$ cat config.mk
export PLATFORM = sky130hd
export DESIGN_NAME = numeric_literal_length_scanner
export DESIGN_NICKNAME = d
export VERILOG_FILES = /design/src/rtl/nlls_pkg.sv /design/src/rtl/numeric_literal_length_scanner.sv /design/src/rtl/nlls_scan.sv
export SDC_FILE = /design/constraint.sdc
export NUM_CORES = 1
export LEC_CHECK = 0
export ABC_AREA = 0
export BUFFER_PORTS_ARGS = -buffer_cell sky130_fd_sc_hd__buf_4
export CAP_MARGIN = 20
export CORE_MARGIN = 2
export CORE_UTILIZATION = 39
export CTS_CLUSTER_SIZE = 16
export DETAILED_ROUTE_END_ITERATION = 10
export GPL_TIMING_DRIVEN = 0
export HOLD_SLACK_MARGIN = 0.03
export REMOVE_ABC_BUFFERS = 1
export SYNTH_ARGS = -nofsm -noshare
export SYNTH_HDL_FRONTEND = slang
export SYNTH_SLANG_ARGS = --single-unit
$ cat constraint.sdc
create_clock -name clk -period 9.3 [get_ports clk]
set_clock_uncertainty 0.1 [all_clocks]
set_input_delay 0.465 -clock clk [delete_from_list [all_inputs] [get_ports clk]]
set_output_delay 0.465 -clock clk [all_outputs]
set_load 0.03 [all_outputs]
$ cat src/rtl/nlls_pkg.sv
// ---------------------------------------------------------------------------
// Numeric literal length scanner package
// Shared widths, limits and the item/result types of the scanner.
// ---------------------------------------------------------------------------
`default_nettype none

package nlls_pkg;

	// Width of one character code unit.
	localparam int CHAR_W = 16;

	// Width of the reported length.
	localparam int LEN_W = 12;

	// Longest length that is reported; longer literals saturate here.
	localparam int MAX_LEN = 4095;

	// Internal count holds up to MAX_LEN + 2 plus the largest single step.
	localparam int CNT_W = $clog2(MAX_LEN + 6);

	localparam logic [CNT_W-1:0] CNT_CAP = CNT_W'(MAX_LEN + 2);
	localparam logic [CNT_W-1:0] LEN_CLAMP = CNT_W'(MAX_LEN);

	// One character item as it leaves the input register.
	typedef struct packed {
		logic [CHAR_W-1:0] char_code;
		logic              scan_start;
		logic              line_end;
	} item_t;

	// Result of one step of the scanner.
	typedef struct packed {
		logic             valid;
		logic [LEN_W-1:0] number_length;
	} result_t;

endpackage

`default_nettype wire

$ cat src/rtl/numeric_literal_length_scanner.sv
// ---------------------------------------------------------------------------
// Numeric literal length scanner
// Measures the length of a numeric literal at the start of each scan.
// ---------------------------------------------------------------------------
// Usage:
// Characters arrive one item at a time on the s_axis channel: tdata holds the
// 16-bit code unit, tuser flags the first character of a scan and tlast the
// last available character of the line. Each scan that reaches a tlast item
// yields one item on the m_axis channel holding the literal length (0 when
// the scan start is not a number), saturated at 4095.
// Throughput is one character per clock while the result channel does not
// stall. An item passes through the input register and the scan state
// machine; its result, if any, is loaded into the output register that
// drives m_axis_tvalid.
// When the receiver holds m_axis_tready low with a result waiting, the input
// register stops advancing and s_axis_tready falls once it is full; no item
// is lost. Reset clears the scan state and both valid flags, and the block
// is ready for a new scan as soon as reset is released.
// ---------------------------------------------------------------------------
`default_nettype none

module numeric_literal_length_scanner (
	input  wire logic        clk,
	input  wire logic        arst_n,
	// Input character channel.
	input  wire logic        s_axis_tvalid,
	output logic             s_axis_tready,
	input  wire logic [15:0] s_axis_tdata,  // [15:0] char_code
	input  wire logic        s_axis_tlast,  // line_end
	input  wire logic [0:0]  s_axis_tuser,  // [0] scan_start
	// Result channel.
	output logic             m_axis_tvalid,
	input  wire logic        m_axis_tready,
	output logic [15:0]      m_axis_tdata   // [11:0] number_length, [15:12] zero
);
	import nlls_pkg::*;

	// Input register.
	logic    valid_s1;
	item_t   item_s1;

	// Output register.
	logic             out_valid_q;
	logic [LEN_W-1:0] out_len_q;

	logic    out_free;
	logic    advance;
	result_t result;

	assign out_free      = !out_valid_q || m_axis_tready;
	assign advance       = valid_s1 && out_free;
	assign s_axis_tready = !valid_s1 || out_free;

	// Input register valid flag.
	always_ff @(posedge clk or negedge arst_n) begin
		if (!arst_n) begin
			valid_s1 <= 1'b0;
		end else if (s_axis_tready) begin
			valid_s1 <= s_axis_tvalid;
		end
	end

	// Input register payload.
	always_ff @(posedge clk) begin
		if (s_axis_tready) begin
			item_s1.char_code  <= s_axis_tdata;
			item_s1.scan_start <= s_axis_tuser[0];
			item_s1.line_end   <= s_axis_tlast;
		end
	end

	nlls_scan u_scan (
		.clk    (clk),
		.arst_n (arst_n),
		.en     (advance),
		.item   (item_s1),
		.result (result)
	);

	// Output register valid flag.
	always_ff @(posedge clk or negedge arst_n) begin
		if (!arst_n) begin
			out_valid_q <= 1'b0;
		end else if (out_free) begin
			out_valid_q <= result.valid;
		end
	end

	// Output register payload.
	always_ff @(posedge clk) begin
		if (out_free && result.valid) begin
			out_len_q <= result.number_length;
		end
	end

	assign m_axis_tvalid = out_valid_q;
	assign m_axis_tdata  = {(16 - LEN_W)'(0), out_len_q};

endmodule

`default_nettype wire

$ cat src/rtl/nlls_scan.sv
// ---------------------------------------------------------------------------
// Numeric literal scan state machine
// Holds the scan state and advances it by one character per enabled cycle.
// ---------------------------------------------------------------------------
`default_nettype none

module nlls_scan (
	input  wire logic            clk,
	input  wire logic            arst_n,
	input  wire logic            en,
	input  wire nlls_pkg::item_t item,
	output nlls_pkg::result_t    result
);
	import nlls_pkg::*;

	typedef enum logic [2:0] {
		M_IDLE,
		M_DONE,
		M_ZERO,
		M_HEX,
		M_ZEXP,
		M_DEC,
		M_DECNEG
	} mode_t;

	typedef enum logic [1:0] {
		LA_EMPTY,
		LA_EXP,
		LA_SIGN
	} la_t;

	typedef enum logic [1:0] {
		FIN_NONE,
		FIN_SET,
		FIN_DEC,
		FIN_HEX
	} fin_t;

	localparam logic [CHAR_W-1:0] CH_ZERO  = CHAR_W'(16'h0030);
	localparam logic [CHAR_W-1:0] CH_NINE  = CHAR_W'(16'h0039);
	localparam logic [CHAR_W-1:0] CH_X     = CHAR_W'(16'h0078);
	localparam logic [CHAR_W-1:0] CH_DOT   = CHAR_W'(16'h002E);
	localparam logic [CHAR_W-1:0] CH_UP_E  = CHAR_W'(16'h0045);
	localparam logic [CHAR_W-1:0] CH_LO_E  = CHAR_W'(16'h0065);
	localparam logic [CHAR_W-1:0] CH_UP_L  = CHAR_W'(16'h004C);
	localparam logic [CHAR_W-1:0] CH_LO_L  = CHAR_W'(16'h006C);
	localparam logic [CHAR_W-1:0] CH_UP_F  = CHAR_W'(16'h0046);
	localparam logic [CHAR_W-1:0] CH_LO_F  = CHAR_W'(16'h0066);
	localparam logic [CHAR_W-1:0] CH_MINUS = CHAR_W'(16'h002D);
	localparam logic [CHAR_W-1:0] CH_PLUS  = CHAR_W'(16'h002B);
	localparam logic [CHAR_W-1:0] CH_UP_A  = CHAR_W'(16'h0041);
	localparam logic [CHAR_W-1:0] CH_LO_A  = CHAR_W'(16'h0061);

	// Saturating add of a small step to the count.
	function automatic logic [CNT_W-1:0] add_sat(input logic [CNT_W-1:0] c,
			input logic [1:0] n);
		logic [CNT_W-1:0] v;
		v = c + CNT_W'(n);
		return (v > CNT_CAP) ? CNT_CAP : v;
	endfunction

	// State registers.
	mode_t            mode_q;
	logic [CNT_W-1:0] count_q;
	logic [1:0]       dot_tally_q;
	logic             in_exp_q;
	logic             prev_dot_q;
	la_t              la0_q;
	la_t              la1_q;

	// Next-state values.
	mode_t            mode_d;
	logic [CNT_W-1:0] count_d;
	logic [1:0]       dot_tally_d;
	logic             in_exp_d;
	logic             prev_dot_d;
	la_t              la0_d;
	la_t              la1_d;

	// Character classes of the current item.
	logic [CHAR_W-1:0] ch;
	logic is_digit, is_hex, is_exp, is_sign, is_long, is_flt, is_dot;

	assign ch       = item.char_code;
	assign is_digit = (ch >= CH_ZERO) && (ch <= CH_NINE);
	assign is_hex   = is_digit || ((ch >= CH_UP_A) && (ch <= CH_UP_F))
			|| ((ch >= CH_LO_A) && (ch <= CH_LO_F));
	assign is_exp   = (ch == CH_UP_E) || (ch == CH_LO_E);
	assign is_sign  = (ch == CH_PLUS) || (ch == CH_MINUS);
	assign is_long  = (ch == CH_UP_L) || (ch == CH_LO_L);
	assign is_flt   = (ch == CH_UP_F) || (ch == CH_LO_F);
	assign is_dot   = (ch == CH_DOT);

	// One character step, the end-of-line close and the result.
	always_comb begin
		fin_t             fin;
		logic             fin_has;
		logic [CNT_W-1:0] fin_val;
		logic [CNT_W-1:0] r;
		logic             run_dec;
		logic             neg;

		mode_d      = mode_q;
		count_d     = count_q;
		dot_tally_d = dot_tally_q;
		in_exp_d    = in_exp_q;
		prev_dot_d  = prev_dot_q;
		la0_d       = la0_q;
		la1_d       = la1_q;
		fin         = FIN_NONE;
		fin_has     = 1'b0;
		fin_val     = '0;
		run_dec     = 1'b0;
		r           = '0;
		neg         = 1'b0;
		result      = '0;

		if (item.scan_start) begin
			// First character of a scan picks the literal form.
			count_d     = CNT_W'(1);
			dot_tally_d = 2'd0;
			in_exp_d    = 1'b0;
			prev_dot_d  = 1'b0;
			la0_d       = LA_EMPTY;
			la1_d       = LA_EMPTY;
			priority if (ch == CH_ZERO) begin
				mode_d = M_ZERO;
			end else if (is_digit) begin
				mode_d = M_DEC;
			end else if (ch == CH_MINUS) begin
				mode_d = M_DECNEG;
			end else if (is_dot) begin
				mode_d      = M_DEC;
				dot_tally_d = 2'd1;
				prev_dot_d  = 1'b1;
			end else begin
				fin     = FIN_SET;
				fin_val = '0;
			end
		end else begin
			// Continuing characters by mode.
			unique case (mode_q)
				M_ZERO: begin
					priority if (ch == CH_X) begin
						count_d = CNT_W'(2);
						mode_d  = M_HEX;
					end else if (is_digit || is_dot) begin
						mode_d  = M_DEC;
						run_dec = 1'b1;
					end else if (is_exp) begin
						count_d = CNT_W'(2);
						mode_d  = M_ZEXP;
					end else begin
						fin     = FIN_SET;
						fin_val = (is_long || is_flt) ? CNT_W'(2) : CNT_W'(1);
					end
				end
				M_HEX: begin
					if (is_hex) begin
						count_d = add_sat(count_q, 2'd1);
					end else begin
						fin     = FIN_HEX;
						fin_has = 1'b1;
					end
				end
				M_ZEXP: begin
					priority if (la0_q == LA_SIGN) begin
						if (is_digit) begin
							count_d = add_sat(count_q, 2'd2);
							la0_d   = LA_EMPTY;
						end else begin
							fin = FIN_HEX;
						end
					end else if (is_digit) begin
						count_d = add_sat(count_q, 2'd1);
					end else if (is_sign && (count_q == CNT_W'(2))) begin
						la0_d = LA_SIGN;
					end else begin
						fin     = FIN_HEX;
						fin_has = 1'b1;
					end
				end
				M_DEC, M_DECNEG: begin
					run_dec = 1'b1;
				end
				M_IDLE, M_DONE: begin
				end
				default: begin
				end
			endcase

			// Decimal body, shared by the decimal modes and a leading zero.
			if (run_dec) begin
				if (la0_q == LA_EXP) begin
					priority if (la1_q == LA_SIGN) begin
						if (is_digit) begin
							count_d    = add_sat(count_q, 2'd3);
							in_exp_d   = 1'b1;
							prev_dot_d = 1'b0;
							la0_d      = LA_EMPTY;
							la1_d      = LA_EMPTY;
						end else begin
							fin = FIN_DEC;
						end
					end else if (is_digit) begin
						count_d    = add_sat(count_q, 2'd2);
						in_exp_d   = 1'b1;
						prev_dot_d = 1'b0;
						la0_d      = LA_EMPTY;
					end else if (is_sign) begin
						la1_d = LA_SIGN;
					end else begin
						fin = FIN_DEC;
					end
				end else begin
					priority if (is_digit) begin
						count_d    = add_sat(count_q, 2'd1);
						prev_dot_d = 1'b0;
					end else if (is_dot) begin
						if (in_exp_q || ((dot_tally_q != 2'd0) && prev_dot_q)) begin
							fin = FIN_DEC;
						end else begin
							if (dot_tally_q != 2'd2) begin
								dot_tally_d = dot_tally_q + 2'd1;
							end
							count_d    = add_sat(count_q, 2'd1);
							prev_dot_d = 1'b1;
						end
					end else if (is_exp) begin
						if (in_exp_q) begin
							fin = FIN_DEC;
						end else begin
							la0_d = LA_EXP;
						end
					end else begin
						fin     = FIN_DEC;
						fin_has = 1'b1;
					end
				end
			end
		end

		// Line end closes a scan that is still open.
		if ((fin == FIN_NONE) && item.line_end) begin
			unique case (mode_d)
				M_ZERO: begin
					fin     = FIN_SET;
					fin_val = CNT_W'(1);
				end
				M_HEX, M_ZEXP: begin
					fin = FIN_HEX;
				end
				M_DEC, M_DECNEG: begin
					fin = FIN_DEC;
				end
				M_IDLE, M_DONE: begin
				end
				default: begin
				end
			endcase
		end

		// Final length of the literal.
		neg = (mode_d == M_DECNEG);
		unique case (fin)
			FIN_SET: begin
				r = fin_val;
			end
			FIN_HEX: begin
				if (count_d == CNT_W'(2)) begin
					r = CNT_W'(1);
				end else begin
					r = count_d + CNT_W'(fin_has && (is_long || is_flt));
				end
			end
			FIN_DEC: begin
				priority if (prev_dot_d) begin
					r = count_d - CNT_W'(1);
					if (neg && (r == CNT_W'(1))) begin
						r = '0;
					end
				end else if (neg && (count_d == CNT_W'(1))) begin
					r = '0;
				end else begin
					r = count_d + CNT_W'(fin_has
							&& (((dot_tally_d == 2'd0) && is_long) || is_flt));
				end
			end
			FIN_NONE: begin
				r = count_d;
			end
			default: begin
				r = count_d;
			end
		endcase

		if (fin != FIN_NONE) begin
			count_d = (r > CNT_CAP) ? CNT_CAP : r;
			mode_d  = M_DONE;
			la0_d   = LA_EMPTY;
			la1_d   = LA_EMPTY;
		end

		// A line end on an open or decided scan reports the length.
		if (item.line_end && (mode_d != M_IDLE)) begin
			result.valid         = 1'b1;
			result.number_length = (count_d > LEN_CLAMP) ? LEN_CLAMP[LEN_W-1:0]
					: count_d[LEN_W-1:0];
			mode_d               = M_IDLE;
		end

		if (!en) begin
			result.valid = 1'b0;
		end
	end

	// State update, one character per enabled cycle.
	always_ff @(posedge clk or negedge arst_n) begin
		if (!arst_n) begin
			mode_q      <= M_IDLE;
			count_q     <= '0;
			dot_tally_q <= 2'd0;
			in_exp_q    <= 1'b0;
			prev_dot_q  <= 1'b0;
			la0_q       <= LA_EMPTY;
			la1_q       <= LA_EMPTY;
		end else if (en) begin
			mode_q      <= mode_d;
			count_q     <= count_d;
			dot_tally_q <= dot_tally_d;
			in_exp_q    <= in_exp_d;
			prev_dot_q  <= prev_dot_d;
			la0_q       <= la0_d;
			la1_q       <= la1_d;
		end
	end

	// A result only comes with an enabled line-end item.
	a_result_on_line_end: assert property (@(posedge clk) disable iff (!arst_n)
		result.valid |-> (en && item.line_end))
		else $error("result without an enabled line-end item");

	// After a result the scan is closed.
	a_idle_after_result: assert property (@(posedge clk) disable iff (!arst_n)
		result.valid |=> (mode_q == M_IDLE))
		else $error("scan still open after a result");

	// The count never passes its cap.
	a_count_capped: assert property (@(posedge clk) disable iff (!arst_n)
		count_q <= CNT_CAP)
		else $error("count above cap");

	// The dot tally stops at two.
	a_dot_tally: assert property (@(posedge clk) disable iff (!arst_n)
		dot_tally_q != 2'd3)
		else $error("dot tally overflow");

	// Exponent lookahead of a sign only follows an exponent mark.
	a_la_order: assert property (@(posedge clk) disable iff (!arst_n)
		(la1_q == LA_SIGN) |-> (la0_q == LA_EXP))
		else $error("sign lookahead without exponent lookahead");

endmodule

`default_nettype wire
* After elaboration in Yosys (flattened, before gate mapping)
Cells that the tools add are included.
** Cells by class
- Add/subtract/negate cells :: 7
- Multipliers :: 0
- Div/mod/pow operators :: 0
- $lt $le $gt $ge :: 11
- Eq/ne operators :: 34
- Shift operators :: 0
- Multiplexer cells :: 139
- Bitwise gates (word level) :: 0
- Reduce and logical (&&, ||, !) cells :: 45
** Operator list (number)
- 13-bit two-way mux :: 33
- 16-bit by 7-bit equality test with 1-bit output, second input constant :: 7
- 2-bit two-way mux :: 56
- 16-bit by 6-bit equality test with 1-bit output, second input constant :: 4
- 13-bit greater-than comparator, second input constant :: 4
- 13-bit case mux with 4 select lines :: 1
- 13-bit case mux with 3 select lines :: 1
- 3-bit two-way mux :: 11
- 16-bit by 7-bit >= comparator with 1-bit output, second input constant :: 2
- 16-bit by 7-bit less-or-equal comparator with 1-bit output, second input constant :: 2
- 1-bit two-way mux :: 32
- 13-bit by 1-bit adder with 13-bit output :: 2
- 13-bit by 2-bit adder with 13-bit output, second input constant :: 2
- 13-bit by 1-bit equality test with 1-bit output, second input constant :: 2
- 13-bit by 2-bit equality test with 1-bit output, second input constant :: 2
- 3-bit equality test, second input constant :: 6
- 16-bit by 6-bit >= comparator with 1-bit output, second input constant :: 1
- 16-bit by 6-bit less-or-equal comparator with 1-bit output, second input constant :: 1
- 1-bit logical AND :: 14
- 13-bit by 1-bit adder with 13-bit output, second input constant :: 1
- 13-bit by 12-bit greater-than comparator with 1-bit output, second input constant :: 1
- 13-bit by 1-bit subtractor with 13-bit output, second input constant :: 1
- 3-bit by 2-bit equality test with 1-bit output, second input constant :: 4
- 1-bit logical OR :: 12
- other kinds (17) :: 34
** Word-level totals
- Flip-flop bits (word level) :: 56
- Latch bits :: 0
- Bits in writable memories :: 0
- ROM bits :: 0
- Bits of input ports :: 22
- Output and inout bits :: 18
- Word-level logic and storage cells :: 249
- Memories kept :: 0

* Logic depth before layout (Yosys ltp)
Gate-level depths: netlist of run 1.
- Depth in word-level cells :: 27
- Mapped depth :: 24
- Depth with buffers taken out :: 20

* Cells and area by module
Synthesis of run 1 repeated with hierarchy kept, for this count alone.
** Unflattened totals
- Cell total of the unflattened synthesis :: 999
- Area total of the unflattened synthesis :: 7467.2 um^2
** By module, submodules not included
- nlls_scan :: times used 1, cells an instance 955, area an instance 6424.9 um^2, sequential area each 575.6 um^2
- numeric_literal_length_scanner :: times used 1, cells an instance 44, area an instance 1042.2 um^2, sequential area each 950.9 um^2

* Worst setup path before layout of run 1
OpenSTA, ideal clock, no wires.
- Path kind :: register -> register
- Start point :: reg item_s1[9] in the netlist's numbering
- End point :: reg u_scan.count_q[0]
- Library setup time :: 0.124 ns
- Arrival time :: 5.048 ns
- Data required time :: 9.076 ns
- Path slack :: 4.028 ns
- Stages on the path, launching flop included :: 22
- Buffers on the path :: 1
- Clock period less this slack :: 5.272 ns
- Cell sequence :: edfxtp_1 or4b_2 o22ai_1 a41oi_2 buf_2 or3_1 nor2_1 mux2i_1 nor2_1 nor3b_1 a21oi_1 nor2_1 ha_1 nand2_1 or4b_4 or2_0 a2bb2o_4 o22a_1 a31oi_1 nor4_2 a41oi_2 o31a_1
** On the way
- Word-level cells in the longest chain between the ends :: 22
- Elaborated cells between the ends (all ways) :: 159
- Classes of those cells :: add/sub: 3; order compare: 7; eq/ne: 22; mux: 102; reduce/logical: 25
** Ends and longest elaborated chain
- start: declaration :: RTL line numeric_literal_length_scanner.sv:40 : item_t item_s1;
- branches (longest 21 deep; another with 16-bit by 6-bit >= comparator with 1-bit output)
- 13-bit two-way mux (*) :: RTL line nlls_scan.sv:297 : if (fin != FIN_NONE) begin
- end signal: assignment :: RTL line nlls_scan.sv:329 : count_q <= count_d;
- end: declaration :: RTL line nlls_scan.sv:64 : logic [CNT_W-1:0] count_q;
Every way passes the cells marked *. The select of a mux whose other input is x is not followed.
A chain may end at the register's enable or synchronous reset.

* Worst setup path after layout of run 1
- Start point :: reg u_scan.count_q[1]
- End point :: reg u_scan.count_q[0]
** On the way
- Word-level cells in the longest chain between the ends :: 21
- Elaborated cells between the ends (all ways) :: 82
- Classes of those cells :: add/sub: 6; order compare: 4; eq/ne: 7; mux: 56; reduce/logical: 9
** Ends and longest elaborated chain
- 13-bit by 1-bit adder with 13-bit output (tied with other cells) :: RTL line nlls_scan.sv:58 : v = c + CNT_W'(n);
- 13-bit greater-than comparator / 1-bit logical AND (equally long branches) :: RTL line nlls_scan.sv:59, nlls_scan.sv:176
- 13-bit two-way mux / 2-bit two-way mux (equally long branches) :: RTL line nlls_scan.sv:59, nlls_scan.sv:176
- 13-bit two-way mux (tied with other cells) :: RTL line nlls_scan.sv:174 : end else if (is_digit) begin
- 13-bit two-way mux / 2-bit two-way mux (equally long branches) :: RTL line nlls_scan.sv:167 : priority if (la0_q == LA_SIGN) begin
- 13-bit case mux with 3 select lines / 2-bit case mux with 3 select lines (equally long branches) :: RTL line nlls_scan.sv:142 : unique case (mode_q)
- 13-bit two-way mux / 2-bit two-way mux (equally long branches) :: RTL line nlls_scan.sv:220, nlls_scan.sv:230
- 13-bit two-way mux / 2-bit two-way mux (equally long branches) :: RTL line nlls_scan.sv:219, nlls_scan.sv:229
- (+5 left out)
- 13-bit by 1-bit equality test with 1-bit output / 2-bit zero test (equally long branches) :: RTL line nlls_scan.sv:279, nlls_scan.sv:244
- 1-bit logical AND (on tied branches) :: RTL line nlls_scan.sv:279, nlls_scan.sv:244
- 13-bit two-way mux / 2-bit two-way mux (equally long branches) :: RTL line nlls_scan.sv:279, nlls_scan.sv:244
- 13-bit two-way mux (tied with other cells) :: RTL line nlls_scan.sv:277 : priority if (prev_dot_d) begin
- 13-bit case mux with 4 select lines :: RTL line nlls_scan.sv:265 : unique case (fin)
- 13-bit greater-than comparator :: RTL line nlls_scan.sv:298 : count_d = (r > CNT_CAP) ? CNT_CAP : r;
- 13-bit two-way mux :: RTL line nlls_scan.sv:298
- 13-bit two-way mux (*) :: RTL line nlls_scan.sv:297
Mark *: on every way between the ends. The rest lies on a longest branch, timed or not.

==> results of run 1 <==
## kinds of logic (layout without fill, tap and decap cells)
kind of cell	Yosys count	count (layout)
and+or+nand+nor	440	440
muxes	9	9
DFF	55	55
xor gates and xnor gates	37	37
buffers and inverters	119	82
other	1	4
AOI/OAI and AO/OA	354	354
adders and majority gates	15	15
## Yosys cell counts, drive strengths merged, types with 5 or more instances
master,n,share of area (%)
nor2,99,5.2
nand4,27,2.5
inv,27,1.3
a211oi,14,1.4
o31ai,16,1.7
o31a,8,0.91
or4,6,0.73
xnor2,25,2.9
a21oi,66,4.6
a22oi,8,0.78
and4,8,0.91
dfrtp,25,8.2
nand2b,14,1.1
nor3b,9,0.88
o41ai,7,1.0
nor3,45,3.0
a21o,7,0.69
xor2,12,1.4
o21a,14,1.4
o21ai,67,4.5
or2,6,0.49
nor2b,9,0.73
or3,11,0.90
a41oi,5,0.77
o221ai,6,0.69
and2,12,0.98
nand2,98,4.9
a31oi,26,2.1
a32oi,5,0.57
o211ai,26,2.7
ha,15,2.4
nand3,29,1.9
buf,36,2.7
nor4,27,3.0
or3b,5,0.57
clkbuf,54,2.6
edfxtp,30,12
o2111ai,9,1.1
o22ai,10,0.98
and3,10,0.82
mux2i,9,1.2
o32ai,6,0.78
## worst paths after layout
| kind | to | slack [ns] | depth (start not counted) |
|---|---|---|---|
| setup reg to reg | u_scan.count_q[0]$_DFFE_PN0P_ | 1.63 | 16 |
| hold / removal | item_s1[6]$_DFFE_PP_ | 0.22 | 1 |
| setup / recovery | u_scan.count_q[0]$_DFFE_PN0P_ | 1.63 | 16 |
| hold reg to reg | u_scan.dot_tally_q[0]$_DFFE_PN0P_ | 0.42 | 2 |
| max in group asynchronous | u_scan.count_q[8]$_DFFE_PN0P_ | 8.28 | 2 |
| min in group asynchronous | u_scan.in_exp_q$_DFFE_PN0P_ | 0.52 | 2 |
## per-stage QoR
stage	util, %	area (µm²)	total power [mW]
4_1_cts	41.87	8123	0.9173
3_3_place_gp	40.53	7863	0.7020
5_1_grt	42.08	8163	0.9732
3_5_place_dp	41.00	7954	0.7073
6_report	42.08	8163	0.9288
2_1_floorplan	-	7268	0.5763
## final cells by class
type	instances	area [µm²]
Clock buffer	5	125.1
Inverter	29	108.9
Fill cell	2067	11240
Tap cell	265	331.6
Sequential cell	55	1526
Timing Repair Buffer	45	371.6
Multi-Input combinational cell	859	5665
Clock inverter	3	33.78
## cell usage in the layout (no fill, tap or decap), types with 9 or more instances in the layout
cell type   n
o21ai_1    14
nor4_1     20
mux2i_1     9
nand4_1    25
and3_1     10
a31oi_1    26
a21oi_1    62
nor3_1     44
xor2_1     12
o211ai_1   23
inv_1      26
a211oi_1   14
ha_1       15
buf_4      37
nor2_1     95
or3_1      11
nand2_1    95
nand3_1    29
and2_1     11
o21a_1     13
edfxtp_1   30
nand2b_1   14
o21ai_0    51
o31ai_1    14
xnor2_1    24
dfrtp_1    25
nor2b_1     9
## where the power goes
group,switching (mW),total (mW),internal (mW)
Sequential,0.0732,0.354,0.281
Clock,0.102,0.207,0.104
Combinational,0.242,0.368,0.126
## routing by layer
metal | vias to the layer above | routed length, µm | GRT usage (%)
li1 | 3903 | - | -
met1 | 4095 | 12530 | 39.93
met2 | 554 | 13040 | 44.41
met3 | 95 | 3022 | 4.834
met4 | 0 | 1050 | 10.42
met5 | - | 0 | 0
## sequential cells by signal, indices dropped and copies added (netlist names)
register / cells
item_s1: 18
m_axis_tvalid: 1
out_len_q: 12
u_scan.count_q: 13
u_scan.dot_tally_q: 2
u_scan.in_exp_q: 1
u_scan.la0_q: 2
u_scan.la1_q: 1
u_scan.mode_q: 3
u_scan.prev_dot_q: 1
valid_s1: 1
==> reports/summary.log, run 1 <==
qor: status.status finished clean
qor: worst_setup_path.worst_path_max_delay_cell nor4_2
qor: yosys.muxShareOfSynthArea 1.175%
qor: die.start_util 39.53%
qor: sta.hold_ws 0.2239 ns
qor: sta.timing_worst_slew_pin_value 1.160 ns
qor: clocking.cts_buffers 5
qor: worst_setup_path.critPathMaxFanout 21
qor: worst_setup_path.crit_required 9.40 ns
qor: yosys.ys_seq_area_share 19.91%
qor: yosys.synth-main-ff-cell edfxtp_1
qor: worst_setup_path.worst_ep_arrival_time 7.77 ns
qor: layout.antenna-diode-count 0
qor: detailed_routing.via_count 8,647
qor: yosys.synth_top_family_by_area compound AO/OA/AOI/OAI gates
qor: worst_setup_path.crit_path_max_incr_delay 0.90 ns
qor: sta.period_needed 7.671 ns
qor: placed_design.placed_instances 1,249
qor: power_and_ir_drop.p_leak 2.625 nW
qor: min_path.holdCritPathClass primary input to flip-flop
qor: sta.timing.slew.headroom 22.08%
qor: grt.grt_remaining_overflow 0
qor: yosys.yosys.area_share.xor_xnor 4.227%
qor: flow_run.cap_violations 0
qor: die.height_of_the_die 144.2 µm
qor: sta.rsz0062_at_grt false
qor: worst_setup_path.critical_path_class flip-flop to flip-flop
qor: die.die_w 144.2 µm
qor: detailed_routing.detail_route.wirelength 29,650 µm
qor: yosys.synth-edff-count 30
qor: yosys.cell_area_synth 7667 µm²
qor: detailed_routing.detailedRoute.firstPassIterationCount 6
qor: min_path.holdCritStartpoint s_axis_tdata[4]
qor: detailed_routing.routed_wire_length_per_instance 23.51 µm
qor: worst_setup_path.worstPathCellList ha_1 -> nand2_1 -> xnor2_1 -> nand4_1 -> nor4_2 -> nor2_1 -> o211ai_1 -> and3_1 -> ha_1 -> clkinv_1 -> nor4_1 -> a22o_1 -> nor2_1 -> o2bb2ai_2 -> a41oi_2 -> o31a_1
qor: sta.achievable-frequency 0.1304 GHz
qor: detailed_routing.detail_route.drc_violations 0
qor: clocking.cts.sinks 55
qor: die.rows 51
qor: placed_design.port_buffers 35
qor: detailed_routing.drt-vias-per-instance 6.857
qor: detailed_routing.drt_iter0_markers 1,080
qor: layout.layout-drive-gt1-share 12.15%
qor: layout.area_growth 6.462%
qor: die.core_area 19,400 µm²
qor: yosys.yosys_reg_bits 55
qor: power_and_ir_drop.power_density 113.8 nW/µm²
qor: yosys.synth_adder_area_share 2.448%
qor: worst_setup_path.critPathLaunchType flip-flop
qor: sta.timing.final.setup_violations 0
qor: layout.layout.nets 1,032
qor: sta.post-route-worst-setup-slack 1.629 ns
qor: worst_setup_path.timing.critical_path.buf_inv 1
qor: die.die_area 20,800 µm²
qor: grt.grt_first_pass_wirelength 46,240 µm
qor: sta.drv_slew 0
qor: clocking.post-cts-setup-buffer-count 0
qor: placed_design.post-place-ws 1.450 ns
qor: layout.post_layout_nonfiller_instances 1,261
qor: clocking.tritoncts_clock_tree yes
qor: yosys.post_synth.cell_area_avg 7.444 µm²
qor: grt.number_of_global_route_vias_before_repair 7,927
qor: sta.final-hold-violation-count 0
qor: grt.pin_count_of_the_biggest_net_entering_global_routing 33
qor: yosys.synthCells 1,030
qor: sta.tns 0 ns
qor: clocking.cts_hold_buf 1
qor: die.ioPinCount 40
qor: clocking.clk_root_buffer_cell clkbuf_16
qor: clocking.clock_latency_of_the_later_clocked_register_in_the_worst_skew_pair 0.31 ns
qor: grt.grt_use_total 28.59%
qor: placed_design.dp_hpwl 21,680 µm
qor: worst_setup_path.timing.critical_path.max_delay_family simple AND/OR/NAND/NOR gates
qor: clocking.cts-htree-levels 2
qor: detailed_routing.ant_nets 0
qor: grt.antenna_found_initial 0
qor: yosys.basic_gate_share_of_the_synthesized_area_counting_and_or_nand_and_nor_cells 31.97%
qor: clocking.clk_pin_slew_worst_paths 0.08 ns
qor: clocking.cts-root-to-sink-buffers 2
qor: power_and_ir_drop.peakVddDrop 0.1156 mV
qor: yosys.yosysWarnings 0
qor: placed_design.gp_routability_congestion 0.9947
qor: worst_setup_path.critical_path.startpoint u_scan.count_q[1]$_DFFE_PN0P_
qor: yosys.synth_compound_area_share 33.45%
qor: worst_setup_path.worst_r2r_startpoint u_scan.count_q[1]$_DFFE_PN0P_
qor: yosys.post_synth_num_cell_types 111
qor: clocking.cts.repair.resized 0
qor: yosys.ys_async_sr_fraction 45.45%
qor: worst_setup_path.worst_setup_path_end_kind flip-flop
qor: sta.fin_crit_sh 82.49%
Note: power is estimated with default switching activity, not from simulation.
==> run 2, diff against run 1 <==
Settings changed: ABC_AREA 0 to 1.
Clock period 9.3 ns to 7.1 ns, I/O delays scaled along.
==> run 2 against run 1 <==
  * Routed wire length is 23% lower
  * Combinational power is 6.0% lower
  * Critical path depth is 15 higher
  * Clock power is 37% higher
  * Critical endpoint is now out_len_q[0]$_SDFFCE_PN0P_
  * Largest cell class unchanged
==> reports/summary.log, run 2 <==
qor: die.height_of_the_die 136.5 µm [-5.3%]
qor: sta.timing_worst_slew_pin_value 1.024 ns [-0.1366 ns]
qor: detailed_routing.drt-vias-per-instance 5.401 [-21%]
qor: layout.area_growth 7.670%
qor: flow_run.cap_violations 0 [unchanged]
qor: yosys.yosys_reg_bits 55 [unchanged]
qor: clocking.clk_pin_slew_worst_paths 0.07 ns [about the same]
qor: detailed_routing.drt_iter0_markers 733 [-32%]
qor: die.die_area 18,640 µm² [-10%]
qor: grt.grt_remaining_overflow 0 [unchanged]
qor: sta.final-hold-violation-count 0 [unchanged]
qor: layout.antenna-diode-count 0 [unchanged]
qor: power_and_ir_drop.fin_total_pwr 1.037 mW [+12%]
qor: worst_setup_path.worst-r2r-setup-slack 0.78 ns [-0.84 ns]
qor: yosys.post_synth.cell_area_avg 5.831 µm² [-22%]
qor: worst_setup_path.most_common_cell_type_on_the_critical_path nand2_1
qor: placed_design.dp_hpwl 17,750 µm [-18%]
qor: placed_design.dpl_cell_area 7203 µm² [-9.4%]
qor: die.die_w 136.5 µm [-5.3%]
qor: power_and_ir_drop.power_density 140.6 nW/µm² [+24%]
qor: layout.stdcell_area 7377 µm² [-9.6%]
qor: sta.period_needed 6.315 ns [-1.356 ns]
qor: detailed_routing.via_count 7,632 [-12%]
qor: clocking.tritoncts_clock_tree yes
qor: yosys.synth_commonest_cells nand2_1, nand3_1, inv_1
qor: yosys.synth_top_cells_by_area nand2_1, edfxtp_1, nand3_1
qor: grt.number_of_global_route_vias_before_repair 6,819 [-14%]
qor: sta.rsz0062_at_grt false
qor: min_path.worst_hold_path.num_cells 1 [unchanged]
qor: yosys.cell_area_synth 6852 µm² [-11%]
qor: worst_setup_path.critical_path_class flip-flop to flip-flop
qor: min_path.holdCritStartpoint s_axis_tuser
qor: placed_design.gp_routability_congestion 0.9743 [-2.1%]
qor: sta.fin_crit_sh 88.95% [+6.5 points]
qor: clocking.cts-root-to-sink-buffers 2 [unchanged]
qor: yosys.synthCells 1,175 [+14%]
qor: worst_setup_path.crit_path_max_incr_delay 0.53 ns [-0.37 ns]
qor: layout.layout.area.seq 1526 µm² [unchanged]
qor: clocking.cts-htree-levels 2 [unchanged]
qor: yosys.synth-main-ff-cell edfxtp_1
qor: layout.regMostFlops item_s1
qor: detailed_routing.detail_route.drc_violations 0 [unchanged]
qor: detailed_routing.detailedRoute.firstPassIterationCount 6 [unchanged]
qor: die.rows 48 [-5.9%]
qor: yosys.synth_top_area_share 22.52% [+11 points]
qor: clocking.cts_buffers 5 [unchanged]
qor: yosys.ys_seq_area_share 22.28% [+2.4 points]
qor: worst_setup_path.timing.reg2reg.worst_path_depth 31 [+15]
qor: layout.largest_reg_flops 18 [unchanged]
qor: yosys.post-synth-top-area-cell nand2_1
qor: clocking.cts.repair.resized 0 [unchanged]
qor: grt.antenna_found_initial 0 [unchanged]
qor: layout.reg.largest.list item_s1 x18, u_scan.count_q x13, out_len_q x12
qor: layout.final_common_cell nand2_1
qor: worst_setup_path.worst_path_max_delay_cell nand2_1
qor: sta.achievable-frequency 0.1583 GHz [+21%]
qor: clocking.clock_latency_of_the_later_clocked_register_in_the_worst_skew_pair 0.31 ns [about the same]
qor: detailed_routing.ant_nets 0 [unchanged]
qor: yosys.yosysWarnings 0 [unchanged]
qor: min_path.holdCritPathClass primary input to flip-flop
qor: worst_setup_path.worst_setup_path_end_kind flip-flop
qor: worst_setup_path.critPathMaxFanout 22 [+4.8%]
qor: worst_setup_path.worst_r2r_startpoint item_s1[16]$_DFFE_PP_
qor: grt.pin_count_of_the_biggest_net_entering_global_routing 27 [-18%]
qor: power_and_ir_drop.peakVddDrop 0.09746 mV [-16%]
qor: grt.grt_use_total 24.97% [-3.6 points]
qor: die.start_util 39.75% [+0.23 points]
qor: worst_setup_path.crit_required 7.04 ns [-2.36 ns]
qor: die.ioPinCount 40 [unchanged]
qor: clocking.cts.sinks 55 [unchanged]
qor: detailed_routing.routed_wire_length_per_instance 16.06 µm [-32%]
qor: clocking.clk_root_buffer_cell clkbuf_16
qor: worst_setup_path.worst_ep_arrival_time 6.26 ns [-1.51 ns]
qor: status.status finished clean
qor: sta.timing.final.setup_violations 0 [unchanged]
qor: sta.tns 0 ns [unchanged]
qor: yosys.post_synth_num_cell_types 48 [-57%]
qor: layout.multiInputGateArea 4569 µm² [-19%]
qor: yosys.synth-edff-count 30 [unchanged]
qor: sta.timing.slew.headroom 31.74% [+9.7 points]
qor: layout.layout-drive-gt1-share 8.670% [-3.5 points]
qor: yosys.cell_with_the_most_instances_after_synthesis nand2_1
qor: layout.nFillCells 1,872 [-9.4%]
qor: sta.drv_slew 0 [unchanged]
qor: worst_setup_path.reg2reg_to out_len_q[0]$_SDFFCE_PN0P_
qor: placed_design.post-place-ws 0.8615 ns [-0.5887 ns]
qor: yosys.ys_async_sr_fraction 45.45% [unchanged]
qor: placed_design.port_buffers 35 [unchanged]
qor: min_path.hold-path-endpoint item_s1[1]$_DFFE_PP_
qor: worst_setup_path.critPathLaunchType flip-flop
qor: sta.post-route-worst-setup-slack 0.7845 ns [-0.8441 ns]
qor: die.core_area 17,240 µm² [-11%]
qor: detailed_routing.detail_route.wirelength 22,690 µm [-23%]
qor: layout.layout.nets 1,224 [+19%]
qor: power_and_ir_drop.p_leak 3.625 nW [+38%]
qor: grt.grt_first_pass_wirelength 35,900 µm [-22%]
qor: layout.final_cell_mix nand2_1, nand3_1, inv_1
[run 2: changes by cell type after synthesis, sizes merged, moves of 30 or more]
cell,before,now
inv,27,146
nor3,45,15
clkbuf,54,9
nand2,98,425
nor2,99,144
nand3,29,154
[run 2: cell families (layout without fill, tap and decap cells)]
kind of cell	Yosys count	in the layout	synth area share (%)
other	1	4	0.05473
AO/OA/AOI/OAI	121	121	10.67
buffers and inverters	184	194	11.19
flip-flops	55	55	22.28
XOR/XNOR	24	24	3.178
adder cells (fa/ha/maj)	15	15	2.739
AND/OR/NAND/NOR	775	775	49.89
[run 2: how the worst max path moves through the flow]
| stage | depth (start not counted) | slack [ns] | to | from |
|---|---|---|---|---|
| 3_3_place_gp | 31 | 0.85 | out_len_q[0]$_SDFFCE_PN0P_ | item_s1[16]$_DFFE_PP_ |
| 5_1_grt | 31 | 0.08 | out_len_q[0]$_SDFFCE_PN0P_ | item_s1[15]$_DFFE_PP_ |
| 6_report | 31 | 0.78 | out_len_q[0]$_SDFFCE_PN0P_ | item_s1[16]$_DFFE_PP_ |
| 4_1_cts | 31 | 0.84 | out_len_q[0]$_SDFFCE_PN0P_ | item_s1[16]$_DFFE_PP_ |
| 3_5_place_dp | 31 | 0.86 | out_len_q[0]$_SDFFCE_PN0P_ | item_s1[16]$_DFFE_PP_ |
| 2_1_floorplan | 32 | 2.33 | out_len_q[1]$_SDFFCE_PN0P_ | item_s1[13]$_DFFE_PP_ |
[run 2: repair_timing]
item | CTS | global route
buffers inserted | 0 | 0
hold buffers | 1 | 0
hold endpoints to repair | 25 | 0
[run 2: worst max-delay path, delay by kind of cell (launching register included)]
family / cells / cell delay [ns]
AO/OA/AOI/OAI: 6 / 0.86
XOR/XNOR: 1 / 0.13
adder cells (fa/ha/maj): 2 / 0.61
buffers and inverters: 5 / 0.76
flip-flops: 1 / 0.36
AND/OR/NAND/NOR: 17 / 3.22
[run 2: area by class of cell]
class / instances / area share [%]
Clock buffer: 5 / 1.696
Clock inverter: 3 / 0.5258
Inverter: 150 / 7.632
Multi-Input combinational cell: 939 / 61.94
Sequential cell: 55 / 20.69
Tap cell: 225 / 3.816
Timing Repair Buffer: 36 / 3.697
[run 2: where the power goes]
part	switching, mW	total [mW]	internal (mW)
clock	0.118	0.283	0.165
combinational	0.242	0.346	0.104
sequential	0.0430	0.408	0.365
[run 2: stage by stage]
step | std cells | hold slack (ns) | util, %
3_5_place_dp | 1404 | 0.1895 | 41.79
3_3_place_gp | 1404 | 0.1851 | 41.79
5_1_grt | 1413 | 0.1065 | 42.80
2_1_floorplan | 1144 | -0.04059 | -
6_report | 1413 | 0.1154 | 42.80
4_1_cts | 1413 | 0.1122 | 42.80
[run 2: routing by layer]
metal / GRT usage (%) / share of wire, % / vias to the layer above / wire, µm
li1: - / - / 3828 / -
met1: 34.50 / 45 / 3437 / 10230
met2: 38.92 / 44 / 319 / 9980
met3: 4.259 / 7.8 / 48 / 1779
met4: 9.491 / 3.1 / 0 / 709
met5: 0 / 0 / - / 0
==> run 3, diff against run 2 <==
Settings changed: CORE_UTILIZATION 39 to 40, CTS_CLUSTER_DIAMETER set to 80, PLACE_DENSITY set to 0.6.
==> run 3 against run 2 <==
  * Worst hold slack improved by 0.0063 ns
  * Utilization is 1.5 points higher
  * Fmax up 0.43%
  * Die area fell by 2.4%
  * Clock power hardly changed
  * Critical path type unchanged
  * Critical endpoint unchanged
==> reports/summary.log, run 3 (synthesis gave the netlist of run 2 again) <==
qor: status.status finished clean
qor: die.height_of_the_die 134.9 µm [-1.2%]
qor: flow_run.cap_violations 0 [unchanged]
qor: worst_setup_path.worst_ep_arrival_time 6.23 ns [-0.03 ns]
qor: layout.area_growth 7.579% [about the same]
qor: die.rows 47 [-2.1%]
qor: detailed_routing.detail_route.wirelength 22,690 µm [unchanged]
qor: detailed_routing.via_count 7,653 [+0.28%]
qor: worst_setup_path.critPathMaxFanout 22 [unchanged]
qor: placed_design.dpl_cell_area 7197 µm² [about the same]
qor: sta.rsz0062_at_grt false
qor: layout.multiInputGateArea 4569 µm² [unchanged]
qor: layout.layout.area.seq 1526 µm² [unchanged]
qor: layout.final_cell_mix nand2_1, nand3_1, inv_1
qor: worst_setup_path.crit_path_max_incr_delay 0.53 ns [about the same]
qor: worst_setup_path.worst-r2r-setup-slack 0.81 ns [+0.03 ns]
qor: sta.fin_crit_sh 88.57% [-0.38 points]
qor: sta.tns 0 ns [unchanged]
qor: layout.nFillCells 1,869 [-0.16%]
qor: sta.drv_slew 0 [unchanged]
qor: layout.stdcell_area 7371 µm² [about the same]
qor: placed_design.dp_hpwl 17,870 µm [+0.64%]
qor: clocking.cts.sinks 55 [unchanged]
qor: detailed_routing.ant_nets 0 [unchanged]
qor: grt.number_of_global_route_vias_before_repair 6,850 [+0.45%]
qor: worst_setup_path.critPathLaunchType flip-flop
qor: clocking.tritoncts_clock_tree yes
qor: worst_setup_path.crit_required 7.04 ns [about the same]
qor: worst_setup_path.critical_path.startpoint item_s1[15]$_DFFE_PP_
qor: detailed_routing.routed_wire_length_per_instance 16.12 µm [+0.36%]
qor: detailed_routing.drt-vias-per-instance 5.435 [+0.63%]
qor: sta.timing.slew.headroom 35.90% [+4.2 points]
qor: sta.achievable-frequency 0.1590 GHz [+0.43%]
qor: power_and_ir_drop.power_density 140.7 nW/µm² [+0.11%]
qor: layout.layout.nets 1,224 [unchanged]
qor: layout.regMostFlops item_s1
qor: grt.grt_use_total 25.20% [+0.23 points]
qor: die.die_w 134.9 µm [-1.2%]
qor: die.die_area 18,190 µm² [-2.4%]
qor: clocking.clock_latency_of_the_later_clocked_register_in_the_worst_skew_pair 0.31 ns [about the same]
qor: worst_setup_path.worst_path_max_delay_cell nand3_2
qor: die.core_area 16,640 µm² [-3.4%]
qor: detailed_routing.detail_route.drc_violations 0 [unchanged]
qor: grt.antenna_found_initial 0 [unchanged]
qor: layout.reg.largest.list item_s1 x18, u_scan.count_q x13, out_len_q x12
qor: placed_design.port_buffers 35 [unchanged]
qor: sta.period_needed 6.288 ns [-0.02702 ns]
qor: layout.antenna-diode-count 0 [unchanged]
qor: die.ioPinCount 40 [unchanged]
qor: power_and_ir_drop.p_leak 3.621 nW [-0.11%]
qor: grt.grt_first_pass_wirelength 35,710 µm [-0.54%]
qor: grt.grt_remaining_overflow 0 [unchanged]
qor: layout.final_common_cell nand2_1
qor: layout.largest_reg_flops 18 [unchanged]
qor: die.start_util 41.17% [+1.4 points]
qor: sta.timing_worst_slew_pin_value 0.9615 ns [-0.06231 ns]
qor: worst_setup_path.most_common_cell_type_on_the_critical_path nand2_1
qor: sta.final-hold-violation-count 0 [unchanged]
qor: placed_design.gp_routability_congestion 0.9651 [-0.94%]
qor: layout.layout-drive-gt1-share 8.670% [unchanged]
qor: clocking.cts-root-to-sink-buffers 2 [unchanged]
qor: grt.pin_count_of_the_biggest_net_entering_global_routing 27 [unchanged]
qor: min_path.holdCritPathClass primary input to flip-flop
qor: worst_setup_path.worst_r2r_startpoint item_s1[15]$_DFFE_PP_
qor: detailed_routing.drt_iter0_markers 649 [-11%]
qor: worst_setup_path.critical_path_class flip-flop to flip-flop
qor: clocking.cts_buffers 5 [unchanged]
qor: power_and_ir_drop.peakVddDrop 0.1256 mV [+29%]
qor: sta.timing.final.setup_violations 0 [unchanged]
qor: clocking.post-cts-setup-buffer-count 0 [unchanged]
qor: clocking.clk_pin_slew_worst_paths 0.07 ns [about the same]
qor: worst_setup_path.worst_setup_path_end_kind flip-flop
qor: min_path.holdCritStartpoint s_axis_tdata[4]
qor: clocking.cts-htree-levels 2 [unchanged]
qor: detailed_routing.detailedRoute.firstPassIterationCount 5 [-1]
qor: clocking.clk_root_buffer_cell clkbuf_16
==> run 3: cell count changes in the layout (fill, tap and decap cells not counted) <==
cell / previous run / this run
clkinv_2: 1 / 0
clkinvlp_2: 0 / 1
==> run 3: path summary, 6_finish.rpt <==
check	endpoint	cells after the start
setup / recovery	out_len_q[0]$_SDFFCE_PN0P_	31
hold / removal	item_s1[6]$_DFFE_PP_	1
setup reg to reg	out_len_q[0]$_SDFFCE_PN0P_	31
hold reg to reg	u_scan.dot_tally_q[1]$_DFFE_PN0P_	2
max in group asynchronous	u_scan.count_q[8]$_DFFE_PN0P_	2
min in group asynchronous	valid_s1$_DFFE_PN0P_	2
==> run 3: layout make-up <==
class,instances,share of cell area [%]
clock buffers,5,1.698
clock inverters,3,0.5262
inverters,150,7.639
multi-input cells,939,61.99
flip-flops and latches,55,20.71
well taps,220,3.735
repair buffers,36,3.701
==> run 3: repair_timing <==
item | CTS | global route
hold buffers | 1 | 0
endpoints found under the hold margin | 25 | 0
resized for setup | 0 | 0
==> run 3: routing by layer <==
layer	up-vias	GRT usage (%)	part of all wire, %
li1	3823	-	-
met1	3486	35.30	46
met2	300	39.73	44
met3	44	4.242	7.4
met4	0	7.719	2.5
met5	-	0	0
==> run 3: report_power, final <==
group | internal, mW | switching (mW)
Combinational | 0.104 | 0.243
Clock | 0.165 | 0.119
Sequential | 0.365 | 0.0429
==> run 3: metrics by stage <==
stage	total power, mW	instances	hold slack (ns)	setup WS (ns)	utilization [%]
after floorplan	0.6457	1144	-0.04059	2.331	-
after global placement	0.7536	1399	0.1809	0.9162	43.24
after detailed placement	0.7548	1399	0.1786	0.9098	43.24
after CTS	1.040	1408	0.1135	0.8854	44.29
after global routing	1.098	1408	0.1099	0.1867	44.29
final	1.037	1408	0.1217	0.8116	44.29
==> run 3: worst max-delay path: cells and delay by family (launching register included) <==
family | cells | cell delay [ns]
AO/OA/AOI/OAI | 6 | 0.83
XOR/XNOR | 1 | 0.13
adder cells (fa/ha/maj) | 2 | 0.60
buffers and inverters | 5 | 0.75
flip-flops | 1 | 0.36
AND/OR/NAND/NOR | 17 | 3.23
